===== src/hdl/ksg_pkg.sv =====
package ksg_pkg;

	// Table geometry and session counter width.
	localparam int TABLE_SLOTS  = 16;
	localparam int SESSION_BITS = 16;

	localparam int SLOT_W = (TABLE_SLOTS > 1) ? $clog2(TABLE_SLOTS) : 1;
	localparam int CNT_W  = $clog2(TABLE_SLOTS + 1);

	// Fixed field widths of the record and result channels.
	localparam int KEY_W      = 32;
	localparam int TIME_W     = 32;
	localparam int POS_W      = 24;
	localparam int SLOT_OUT_W = 4;
	localparam int SESS_OUT_W = 16;

	// Configuration port.
	localparam int PADDR_W = 3;
	localparam int PDATA_W = 32;

	// Register index, taken from paddr[2].
	localparam logic REG_GAP_LIMIT = 1'b0;

	localparam logic [SESSION_BITS-1:0] SESSION_MAX = '1;

endpackage


===== src/hdl/ksg_rec_if.sv =====
interface ksg_rec_if import ksg_pkg::*; ();
	logic              valid;
	logic              ready;
	logic [KEY_W-1:0]  group_key;
	logic [TIME_W-1:0] record_time;
	logic [POS_W-1:0]  record_position;

	modport source (output valid, group_key, record_time, record_position, input ready);
	modport sink   (input valid, group_key, record_time, record_position, output ready);
endinterface


===== src/hdl/ksg_res_if.sv =====
interface ksg_res_if import ksg_pkg::*; ();
	logic                  valid;
	logic                  ready;
	logic [SLOT_OUT_W-1:0] slot_index;
	logic [SESS_OUT_W-1:0] session_index;
	logic                  first_of_key;
	logic                  opens_session;
	logic                  table_full;
	logic [POS_W-1:0]      position_out;

	modport source (output valid, slot_index, session_index, first_of_key, opens_session,
		table_full, position_out, input ready);
	modport sink   (input valid, slot_index, session_index, first_of_key, opens_session,
		table_full, position_out, output ready);
endinterface


===== src/hdl/keyed_session_grouper.sv =====
// A request accepted into the input register is looked up and registered in the result
// register, which drives the result channel. Throughput: one request per cycle while
// the result channel takes results, set by the slot lookup and table update over the
// flip-flop slot table; a stalled result channel holds at most one extra request.
// Reset (arst_n, asynchronous, active low) empties the slot table, clears gap_limit to 0
// and drops any request in flight; slot contents are not cleared.
module keyed_session_grouper import ksg_pkg::*; (
	input  logic               clk,
	input  logic               arst_n,
	ksg_rec_if.sink            records,
	ksg_res_if.source          results,
	input  logic               psel,
	input  logic               penable,
	input  logic               pwrite,
	input  logic [PADDR_W-1:0] paddr,
	input  logic [PDATA_W-1:0] pwdata,
	output logic [PDATA_W-1:0] prdata,
	output logic               pready
);

	typedef struct packed {
		logic [KEY_W-1:0]  key;
		logic [TIME_W-1:0] rtime;
		logic [POS_W-1:0]  pos;
	} rec_t;

	typedef struct packed {
		logic [SLOT_W-1:0]       slot;
		logic [SESSION_BITS-1:0] session;
		logic                    first;
		logic                    opens;
		logic                    full;
		logic [POS_W-1:0]        pos;
	} res_t;

	// Configuration register. The low two address bits select a byte lane and are
	// ignored; paddr[2] is the register index.
	logic [TIME_W-1:0] gap_limit_q;
	logic              cfg_write;

	assign pready    = 1'b1;
	assign cfg_write = psel && penable && pwrite && pready;
	assign prdata    = (paddr[2] == REG_GAP_LIMIT) ? gap_limit_q : '0;

	always_ff @(posedge clk or negedge arst_n) begin
		if (!arst_n) begin
			gap_limit_q <= '0;
		end else if (cfg_write && paddr[2] == REG_GAP_LIMIT) begin
			gap_limit_q <= pwdata;
		end
	end

	// Input register stage. A request moves on to the result register when the result
	// register is empty or being drained. While a finished result waits, the input
	// register can still take one more request and then holds it until the result
	// is taken.
	rec_t rec_s1;
	logic rec_valid_s1;
	res_t res_s2;
	logic res_valid_s2;
	logic advance;

	assign advance       = rec_valid_s1 && (!res_valid_s2 || results.ready);
	assign records.ready = !rec_valid_s1 || advance;

	always_ff @(posedge clk or negedge arst_n) begin
		if (!arst_n) begin
			rec_valid_s1 <= 1'b0;
		end else if (records.ready) begin
			rec_valid_s1 <= records.valid;
		end
	end

	always_ff @(posedge clk) begin
		if (records.ready && records.valid) begin
			rec_s1.key   <= records.group_key;
			rec_s1.rtime <= records.record_time;
			rec_s1.pos   <= records.record_position;
		end
	end

	// Slot table. Keys are compared in parallel against every occupied slot; the time
	// and session of the matching slot are read at that one address.
	logic [KEY_W-1:0]        key_q  [TABLE_SLOTS];
	logic [TIME_W-1:0]       time_q [TABLE_SLOTS];
	logic [SESSION_BITS-1:0] sess_q [TABLE_SLOTS];
	logic [CNT_W-1:0]        slots_used_q;

	logic [TABLE_SLOTS-1:0]  hit_vec;
	logic                    hit_any;
	logic [SLOT_W-1:0]       hit_idx;
	logic [SLOT_W-1:0]       new_idx;
	logic                    tbl_full;
	logic [TIME_W-1:0]       last_time;
	logic [SESSION_BITS-1:0] cur_sess;
	logic [SESSION_BITS-1:0] next_sess;
	logic [TIME_W:0]         diff;
	logic                    joins;
	res_t                    res_d;

	always_comb begin
		for (int i = 0; i < TABLE_SLOTS; i++) begin
			hit_vec[i] = (CNT_W'(i) < slots_used_q) && (key_q[i] == rec_s1.key);
		end
		hit_any = |hit_vec;

		// Keys are unique in the table, but the lowest match wins anyway.
		hit_idx = '0;
		for (int i = TABLE_SLOTS - 1; i >= 0; i--) begin
			if (hit_vec[i]) begin
				hit_idx = SLOT_W'(i);
			end
		end

		tbl_full  = (slots_used_q == CNT_W'(TABLE_SLOTS));
		new_idx   = slots_used_q[SLOT_W-1:0];
		last_time = time_q[hit_idx];
		cur_sess  = sess_q[hit_idx];

		// The difference is a 33-bit signed value; a negative one is below any limit.
		diff      = {1'b0, rec_s1.rtime} - {1'b0, last_time};
		joins     = diff[TIME_W] || (diff[TIME_W-1:0] < gap_limit_q);
		next_sess = (cur_sess == SESSION_MAX) ? cur_sess : cur_sess + 1'b1;

		res_d.pos = rec_s1.pos;
		priority if (hit_any) begin
			res_d.slot    = hit_idx;
			res_d.session = joins ? cur_sess : next_sess;
			res_d.first   = 1'b0;
			res_d.opens   = !joins;
			res_d.full    = 1'b0;
		end else if (!tbl_full) begin
			res_d.slot    = new_idx;
			res_d.session = '0;
			res_d.first   = 1'b1;
			res_d.opens   = 1'b1;
			res_d.full    = 1'b0;
		end else begin
			// A new key with no free slot leaves the table untouched.
			res_d.slot    = '0;
			res_d.session = '0;
			res_d.first   = 1'b0;
			res_d.opens   = 1'b0;
			res_d.full    = 1'b1;
		end
	end

	always_ff @(posedge clk) begin
		if (advance) begin
			if (hit_any) begin
				time_q[hit_idx] <= rec_s1.rtime;
				if (!joins) begin
					sess_q[hit_idx] <= next_sess;
				end
			end else if (!tbl_full) begin
				key_q[new_idx]  <= rec_s1.key;
				time_q[new_idx] <= rec_s1.rtime;
				sess_q[new_idx] <= '0;
			end
		end
	end

	always_ff @(posedge clk or negedge arst_n) begin
		if (!arst_n) begin
			slots_used_q <= '0;
		end else if (advance && !hit_any && !tbl_full) begin
			slots_used_q <= slots_used_q + 1'b1;
		end
	end

	// Result register.
	always_ff @(posedge clk or negedge arst_n) begin
		if (!arst_n) begin
			res_valid_s2 <= 1'b0;
		end else if (advance) begin
			res_valid_s2 <= 1'b1;
		end else if (results.ready) begin
			res_valid_s2 <= 1'b0;
		end
	end

	always_ff @(posedge clk) begin
		if (advance) begin
			res_s2 <= res_d;
		end
	end

	// The slot and session fields are fitted to the fixed port widths.
	logic [SLOT_W+SLOT_OUT_W-1:0]       slot_ext;
	logic [SESSION_BITS+SESS_OUT_W-1:0] sess_ext;

	assign slot_ext = {{SLOT_OUT_W{1'b0}}, res_s2.slot};
	assign sess_ext = {{SESS_OUT_W{1'b0}}, res_s2.session};

	assign results.valid         = res_valid_s2;
	assign results.slot_index    = slot_ext[SLOT_OUT_W-1:0];
	assign results.session_index = sess_ext[SESS_OUT_W-1:0];
	assign results.first_of_key  = res_s2.first;
	assign results.opens_session = res_s2.opens;
	assign results.table_full    = res_s2.full;
	assign results.position_out  = res_s2.pos;

endmodule


===== src/flat_wrapper.sv =====
// flat-port wrapper written by rule: the top's interface ports become plain ports
module keyed_session_grouper_flat import ksg_pkg::*;
  (clk, arst_n, psel, penable, pwrite, paddr, pwdata, prdata, pready, records_valid, records_group_key, records_record_time, records_record_position, records_ready, results_valid, results_slot_index, results_session_index, results_first_of_key, results_opens_session, results_table_full, results_position_out, results_ready);
  ksg_rec_if records_i ();
  ksg_res_if results_i ();
  input  logic clk;
  input  logic arst_n;
  input  logic psel;
  input  logic penable;
  input  logic pwrite;
  input  logic [PADDR_W-1:0] paddr;
  input  logic [PDATA_W-1:0] pwdata;
  output logic [PDATA_W-1:0] prdata;
  output logic pready;
  input wire logic [$bits(records_i.valid)-1:0] records_valid;
  input wire logic [$bits(records_i.group_key)-1:0] records_group_key;
  input wire logic [$bits(records_i.record_time)-1:0] records_record_time;
  input wire logic [$bits(records_i.record_position)-1:0] records_record_position;
  output wire logic [$bits(records_i.ready)-1:0] records_ready;
  output wire logic [$bits(results_i.valid)-1:0] results_valid;
  output wire logic [$bits(results_i.slot_index)-1:0] results_slot_index;
  output wire logic [$bits(results_i.session_index)-1:0] results_session_index;
  output wire logic [$bits(results_i.first_of_key)-1:0] results_first_of_key;
  output wire logic [$bits(results_i.opens_session)-1:0] results_opens_session;
  output wire logic [$bits(results_i.table_full)-1:0] results_table_full;
  output wire logic [$bits(results_i.position_out)-1:0] results_position_out;
  input wire logic [$bits(results_i.ready)-1:0] results_ready;
  assign records_i.valid = records_valid;
  assign records_i.group_key = records_group_key;
  assign records_i.record_time = records_record_time;
  assign records_i.record_position = records_record_position;
  assign records_ready = records_i.ready;
  assign results_valid = results_i.valid;
  assign results_slot_index = results_i.slot_index;
  assign results_session_index = results_i.session_index;
  assign results_first_of_key = results_i.first_of_key;
  assign results_opens_session = results_i.opens_session;
  assign results_table_full = results_i.table_full;
  assign results_position_out = results_i.position_out;
  assign results_i.ready = results_ready;
  keyed_session_grouper u_core (.clk(clk), .arst_n(arst_n), .records(records_i), .results(results_i), .psel(psel), .penable(penable), .pwrite(pwrite), .paddr(paddr), .pwdata(pwdata), .prdata(prdata), .pready(pready));
endmodule

===== config.mk =====
export PLATFORM = sky130hd
export DESIGN_NAME = keyed_session_grouper_flat
export DESIGN_NICKNAME = d
export VERILOG_FILES = /design/src/hdl/ksg_pkg.sv /design/src/hdl/ksg_rec_if.sv /design/src/hdl/ksg_res_if.sv /design/src/hdl/keyed_session_grouper.sv /design/src/flat_wrapper.sv
export SDC_FILE = /design/constraint.sdc
export NUM_CORES = 2
export LEC_CHECK = 0
export BUFFER_PORTS_ARGS = -buffer_cell sky130_fd_sc_hd__buf_4
export CORE_AREA = 5 5 346 348
export CTS_CLUSTER_DIAMETER = 40
export DETAILED_ROUTE_END_ITERATION = 12
export DIE_AREA = 0 0 351 353
export GPL_TIMING_DRIVEN = 0
export PLACE_DENSITY = 0.82
export SLEW_MARGIN = 25
export SYNTH_ARGS = -nofsm -noshare
export SYNTH_HDL_FRONTEND = slang
export SYNTH_SLANG_ARGS = --single-unit

===== constraint.sdc =====
create_clock -name clk -period 11.72 [get_ports clk]
set_input_delay 1.758 -clock clk [delete_from_list [all_inputs] [get_ports clk]]
set_output_delay 1.758 -clock clk [all_outputs]
set_load 0.05 [all_outputs]

[After elaboration in Yosys (flattened, before gate mapping)]
Memory sizes are Yosys's and may differ from the RTL's.
Index checks and enable logic that the tools add are counted.
Word-level totals
  register bits after elaboration: 174
  bits in latches: 0
  memory bits (writable): 1280
  ROM bits: 0
  input port bits: 130
  output and inout port bits: 82
  logic and storage cells: 130
  memories kept: 3
Operators by class
  $add $sub $neg: 3
  $mul: 0
  divide/modulo/power cells: 0
  order comparisons: 17
  equality and inequality tests: 18
  shift operators: 0
  mux-type cells: 40
  bitwise gates (word level): 1
  reductions and logical operators: 35
Memory list
  u_core.key_q: depth 16, bits a word 32, read ports 16, clocked after Yosys merged registers in 0, write ports 1, RTL line keyed_session_grouper.sv:84  | logic [KEY_W-1:0] key_q [TABLE_SLOTS];
  u_core.time_q: depth 16, bits a word 32, read ports 1, clocked after Yosys merged registers in 0, write ports 1, RTL line keyed_session_grouper.sv:85  | logic [TIME_W-1:0] time_q [TABLE_SLOTS];
  u_core.sess_q: depth 16, bits a word 16, read ports 1, clocked after Yosys merged registers in 0, write ports 1, RTL line keyed_session_grouper.sv:86  | logic [SESSION_BITS-1:0] sess_q [TABLE_SLOTS];
Operators with widths (count)
  32-bit == test: 16
  4-bit 2-to-1 mux: 18
  32-bit 2-to-1 mux: 2
  16-bit 2-to-1 mux: 3
  23-bit 2-to-1 mux: 2
  4-bit by 5-bit < comparator with 1-bit output (first input constant): 8
  32-bit by 32-bit subtractor with 33-bit output: 1
  32-bit < comparator: 1
  16-bit OR reduction: 2
  32-bit OR reduction: 1
  1-bit logical AND: 23
  3-bit by 5-bit < comparator with 1-bit output (first input constant): 4
  16-bit by 1-bit adder with 16-bit output (second input constant): 1
  16-bit == test (second input constant): 1
  1-bit 2-to-1 mux: 15
  1-bit by 5-bit < comparator with 1-bit output (first input constant): 2
  2-bit by 5-bit < comparator with 1-bit output (first input constant): 2
  5-bit by 1-bit adder with 5-bit output (second input constant): 1
  5-bit == test (second input constant): 1
  1-bit logical NOT: 5
  1-bit logical OR: 3
  2-bit nonzero test: 1
  1-bit NOT: 1

[Logic depth before layout (Yosys ltp)]
An unclocked memory read counts as a cell.
  depth after elaboration: 28
  mapped depth: 48
  mapped depth without buffers: 41

[Least setup slack after synthesis]
No wires, ideal clock.
  path type: register -> register
  start: register u_core.rec_s1[67] (netlist bit)
  end: memory u_core.sess_q[9][0], enable pin
  library setup time: 0.388 ns
  arrival time: 9.123 ns
  required time: 11.332 ns
  setup slack: 2.208 ns
  cell stages (with the launch flop): 42
  buffers on the path: 7
  clock period less this slack: 9.512 ns
  cells stage by stage: edfxtp_1 > buf_2 > xor2_1 > or4b_1 > and4b_1 > nand4_1 > nand2b_1 > a221oi_1 > o21ai_1 > nor2b_1 > buf_2 > buf_2 > buf_2 > clkbuf_1 > clkbuf_1 > clkbuf_1 > mux2_2 > o211ai_1 > [... 6 more ...] > a21oi_1 > a2111oi_0 > a31oi_1 > nor4_1 > o31ai_1 > a21oi_1 > inv_1 > nand2_1 > nand2_1 > xor2_1 > ha_1 > nand4_1 > or4_1 > o22ai_1 > o221a_2 > or2_2 > nand3_1 > nor2_1
On the way
  word-level cells in the longest chain between the ends: 27
  elaborated cells on any way between the ends: 63
  classes of those cells: add/sub (1); order compare (1); eq/ne (16); mux (25); reduce/logical (19); memory (1)
Ends and longest elaborated chain
  from (decl): RTL line keyed_session_grouper.sv:57  | rec_t rec_s1;
  32-bit == test: RTL line keyed_session_grouper.sv:103  | hit_vec[i] = (CNT_W'(i) < slots_used_q) && (key_q[i] == rec_s1.key);
  1-bit logical AND: RTL line keyed_session_grouper.sv:103
  4-bit 2-to-1 mux (16 in a row): RTL line keyed_session_grouper.sv:110  | if (hit_vec[i]) begin
  memory 16 x 32 bit
  32-bit by 32-bit subtractor with 33-bit output: RTL line keyed_session_grouper.sv:121  | diff = {1'b0, rec_s1.rtime} - {1'b0, last_time};
  32-bit < comparator: RTL line keyed_session_grouper.sv:122  | joins = diff[TIME_W] || (diff[TIME_W-1:0] < gap_limit_q);
  1-bit logical OR: RTL line keyed_session_grouper.sv:122
  1-bit 2-to-1 mux: RTL line keyed_session_grouper.sv:152  | if (!joins) begin
  1-bit 2-to-1 mux: RTL line keyed_session_grouper.sv:150  | if (hit_any) begin
  1-bit 2-to-1 mux: RTL line keyed_session_grouper.sv:149  | if (advance) begin
  1-bit 2-to-1 mux (not written as such): RTL line keyed_session_grouper.sv:153  | sess_q[hit_idx] <= next_sess;
  1-bit 2-to-1 mux (no source line)
  to (decl): RTL line keyed_session_grouper.sv:86
Several ways; a longest one is shown, not always the timed one.

[Worst setup path in the final report]
  start: register u_core.rec_s1[62] (netlist bit)
  end: memory u_core.sess_q[6][7], enable pin
Same word-level chain as after synthesis.

==> PnR_summary.wiki <==
{| class="wikitable"
! Metric !! Value
|-
| Status || complete, no violations
|-
| WP data arrival || 12.20 ns
|-
| Cell repeated most along the worst path || sky130_fd_sc_hd__nand4_1
|-
| Psw || 0.00357 W
|-
| Logic depth of the worst register-to-register path || 41
|-
| Initial DRC Count || 6,305
|-
| I/O Pins || 212
|-
| Number of enable flip-flop cells after synthesis || 1,415
|-
| Sum of net half-perimeters after detailed placement || 121,000 µm
|-
| Die footprint || 124,000 µm²
|-
| Starting utilization of the core area || 54.7%
|-
| Worst Setup End Kind || flip-flop
|-
| Number of cell rows || 125
|-
| Floorplan Core Area || 116,000 µm²
|-
| R2R Path End || u_core.sess_q[6][7]
|-
| Max-cap check violation count || 0
|-
| TritonCTS buffer count || 165
|-
| Post-DR vias/cell || 6.51
|-
| Fraction of post-synthesis cell area in the top cell type by area || 67.0%
|-
| Final-layout setup total negative slack || 0 ns
|-
| Met1 Usage GRT || 39.7%
|-
| Hold Violations, Final || 0
|-
| Number of buffer and inverter instances along the worst setup path || 7
|-
| Kind of critical path || reg -> reg
|-
| Sw Ratio || 26.8%
|-
| Port-buffer cells || 208
|-
| Leftover overflow at the end of global routing || 0
|-
| Layout area overhead || 18.2%
|-
| Synthesized Nets || 4,417
|-
| Stages on the worst setup path || 41
|-
| Chip height || 353 µm
|-
| Yosys warning total || 0
|-
| Routed wire per std cell || 29.8 µm
|-
| Sink count of the clock tree || 1,454
|-
| Largest net degree at the start of global routing || 56
|-
| All-layer global routing usage || 30.0%
|-
| Post-route setup slack || 0.000939 ns
|-
| DRC Markers || 0
|-
| Global routing usage on met3 || 7.92%
|-
| Total placed cells including tap cells || 6,025
|-
| Maximum buffer depth of the clock tree || 3
|-
| Final cell count without fillers || 6,372
|-
| Leakage power || 24.8 nW
|-
| Max transition margin || 29.0%
|-
| Internal power contribution || 0.00973 W
|-
| Setup crit end || u_core.sess_q[6][7]
|-
| Clock Power Share || 39.7%
|-
| Worst-Margin Slew || 1.06 ns
|-
| First-pass DRT Iterations || 6
|-
| Clock slew at reported path FFs || 0.06 ns
|-
| Worst clock skew || 0.0525 ns
|-
| Sequential fraction of design power || 46.9%
|-
| Beginning of the critical path || u_core.rec_s1[62]
|-
| Required time of the critical path || 12.20 ns
|-
| Worst-path cell with the longest stage delay || sky130_fd_sc_hd__or4_1
|-
| Clk_lat worst skew || 0.82 ns
|-
| Number of buffers inserted for hold repair after clock tree synthesis || 0
|-
| Layout Utilization || 64.7%
|-
| Total power per unit cell area || 177 nW/µm²
|-
| Total of flip-flops plus latches after synthesis || 1,454
|-
| Drt total wl || 190,000 µm
|-
| Diodes inserted || 0
|-
| Antenna-violating nets left || 0
|-
| Most crowded layer after global routing || met2
|-
| Shortest period the worst path allows || 11.72 ns
|-
| Source of the worst register-to-register timing path || u_core.rec_s1[62]
|-
| Peak supply drop || 185 µV
|-
| TritonCTS clock tree || yes
|-
| Crit-path max cell delay || 0.59 ns
|-
| Unique cell type count in the Yosys netlist || 91
|-
| Post-synthesis instance area || 63,400 µm²
|-
| Wire length of the first global-routing pass || 271,000 µm
|-
| Routability cong. || 0.946
|-
| Clock H-tree levels || 4
|-
| Cell type with the highest aggregate area in the netlist || sky130_fd_sc_hd__edfxtp_1
|-
| Synth Flop Type || sky130_fd_sc_hd__edfxtp_1
|-
| Share of cells above drive strength 1 || 20.8%
|-
| Part of the total power dissipated in combinational logic || 13.3%
|-
| Number of antenna violations at the first check in global routing || 5
|-
| Final count of negative-setup-slack endpoints || 0
|-
| CP Launch Type || flip-flop
|-
| Period utilization || 100%
|-
| Top delay family on crit path || simple AND/OR/NAND/NOR gates
|-
| Share of async-settable or async-resettable flops after synthesis || 2.68%
|-
| DIE WIDTH || 351 µm
|-
| Pre-CTS worst setup slack || -2.96 ns
|-
| Critical Path Fanout Max || 16
|-
| Part of the Yosys area used for sequential elements || 68.5%
|-
| NumNets Final || 4,913
|-
| HP Class || reg -> reg
|-
| Highest clock frequency the design can meet || 85.3 MHz
|-
| Synth Instances || 4,218
|-
| Buffer type at the clock tree root || sky130_fd_sc_hd__clkbuf_16
|-
| Vias in the first global route || 41,100
|-
| Per-instance average area after synthesis || 15.0 µm²
|-
| Main area contributors after synthesis || sky130_fd_sc_hd__edfxtp_1, sky130_fd_sc_hd__mux2i_1, sky130_fd_sc_hd__xnor2_1, sky130_fd_sc_hd__xor2_1, sky130_fd_sc_hd__mux2_2
|-
| Reg2reg setup slack || 0.0009 ns
|-
| Met2 Track Usage GR || 45.8%
|-
| Number of max-slew violations in the final report || 0
|-
| Total number of vias || 41,500
|}
-- stage by stage --
stage	cell area (µm²)	hold slack, ns	power [W]
4_1_cts	74800	0.416	0.0132
5_1_grt	75000	0.426	0.0136
2_1_floorplan	63400	0.400	0.00731
3_3_place_gp	66900	0.400	0.00786
6_report	75000	0.418	0.0133
3_5_place_dp	68600	0.406	0.00800
-- area by class of cell --
type | instances | area, µm²
clock inverters | 106 | 1260
fillers | 7585 | 40900
well taps | 1524 | 1910
repair buffers | 334 | 3480
clock buffers | 195 | 4280
plain buffers | 190 | 1150
flip-flops and latches | 1454 | 43500
multi-input cells | 2508 | 19200
inverters | 61 | 229
-- repair_timing --
action,in CTS,in global routing
resized for setup,51,42
setup buffers,44,6
hold endpoints to repair,0,0
pin swaps,13,5
endpoints found under the setup margin,273,273
-- power groups by stage --
stage | sequential (W) | clock, W | combinational [W]
after CTS | 0.00624 | 0.00528 | 0.00171
after global routing | 0.00626 | 0.00551 | 0.00186
after floorplan | 0.00637 | 0 | 0.000945
after detailed placement | 0.00638 | 0 | 0.00162
final | 0.00624 | 0.00529 | 0.00177
after global placement | 0.00641 | 0 | 0.00145
-- layer usage --
metal,up-vias,wire length [µm]
met3,741,24800
li1,17000,-
met2,3375,85500
met1,20300,68000
met4,0,11800
met5,-,0
-- cell families after synthesis --
group,Yosys count,synth area share [%]
and+or+nand+nor,986,8.16
adders and majority gates,69,1.37
DFF,1454,68.5
other,1,0.00591
muxes,471,7.79
xor gates and xnor gates,559,7.73
buffers and inverters,256,2.02
AOI/OAI and AO/OA,422,4.40
-- state kept, by name (all words and copies together) (netlist names) --
name                          cells
u_core.results.opens_session      1
u_core.key_q                    512
u_core.results.first_of_key       1
u_core.sess_q                   256
u_core.slots_used_q               5
u_core.gap_limit_q               32
u_core.results.position_out      24
u_core.results.session_index     16
u_core.rec_s1                    88
u_core.results.valid              1
u_core.results.slot_index         4
u_core.rec_valid_s1               1
u_core.results.table_full         1
u_core.time_q                   512
-- placed cells by master, fill, tap and decap left out, drive strengths merged, types with 9 or more instances in the layout --
cell	instances
a211oi	21
a21o	18
a21oi	60
and2	18
and3	25
and4	9
buf	450
bufinv	18
clkbuf	269
clkinv	44
clkinvlp	13
dfrtp	39
edfxtp	1415
ha	68
inv	92
mux2	179
mux2i	292
nand2	240
nand2b	36
nand3	67
nand4	130
nand4b	11
nor2	182
nor2b	23
nor3	58
nor4	122
nor4b	12
o211ai	95
o21a	13
o21ai	148
or3	9
or4	12
xnor2	285
xor2	274
-- synth_stat cells (all sizes together) (61+ instances only) --
| library cell | n |
|---|---|
| nand4 | 130 |
| xor2 | 274 |
| mux2 | 179 |
| o21ai | 148 |
| o211ai | 95 |
| nand3 | 67 |
| clkbuf | 68 |
| inv | 61 |
| mux2i | 292 |
| ha | 68 |
| nand2 | 240 |
| xnor2 | 285 |
| nor2 | 182 |
| nor4 | 122 |
| buf | 127 |
| edfxtp | 1415 |
-- worst min-delay path by stage --
stage	start	endpoint	cells past startpoint
final	u_core.rec_s1[7]	u_core.results.position_out[7]	0
after global routing	u_core.rec_s1[10]	u_core.results.position_out[10]	0
after CTS	u_core.rec_s1[7]	u_core.results.position_out[7]	0
after detailed placement	u_core.rec_s1[16]	u_core.results.position_out[16]	0
after global placement	u_core.rec_s1[2]	u_core.results.position_out[2]	0
after floorplan	u_core.rec_s1[0]	u_core.results.position_out[0]	0
No activity file was read; power rests on OpenSTA's default activity.
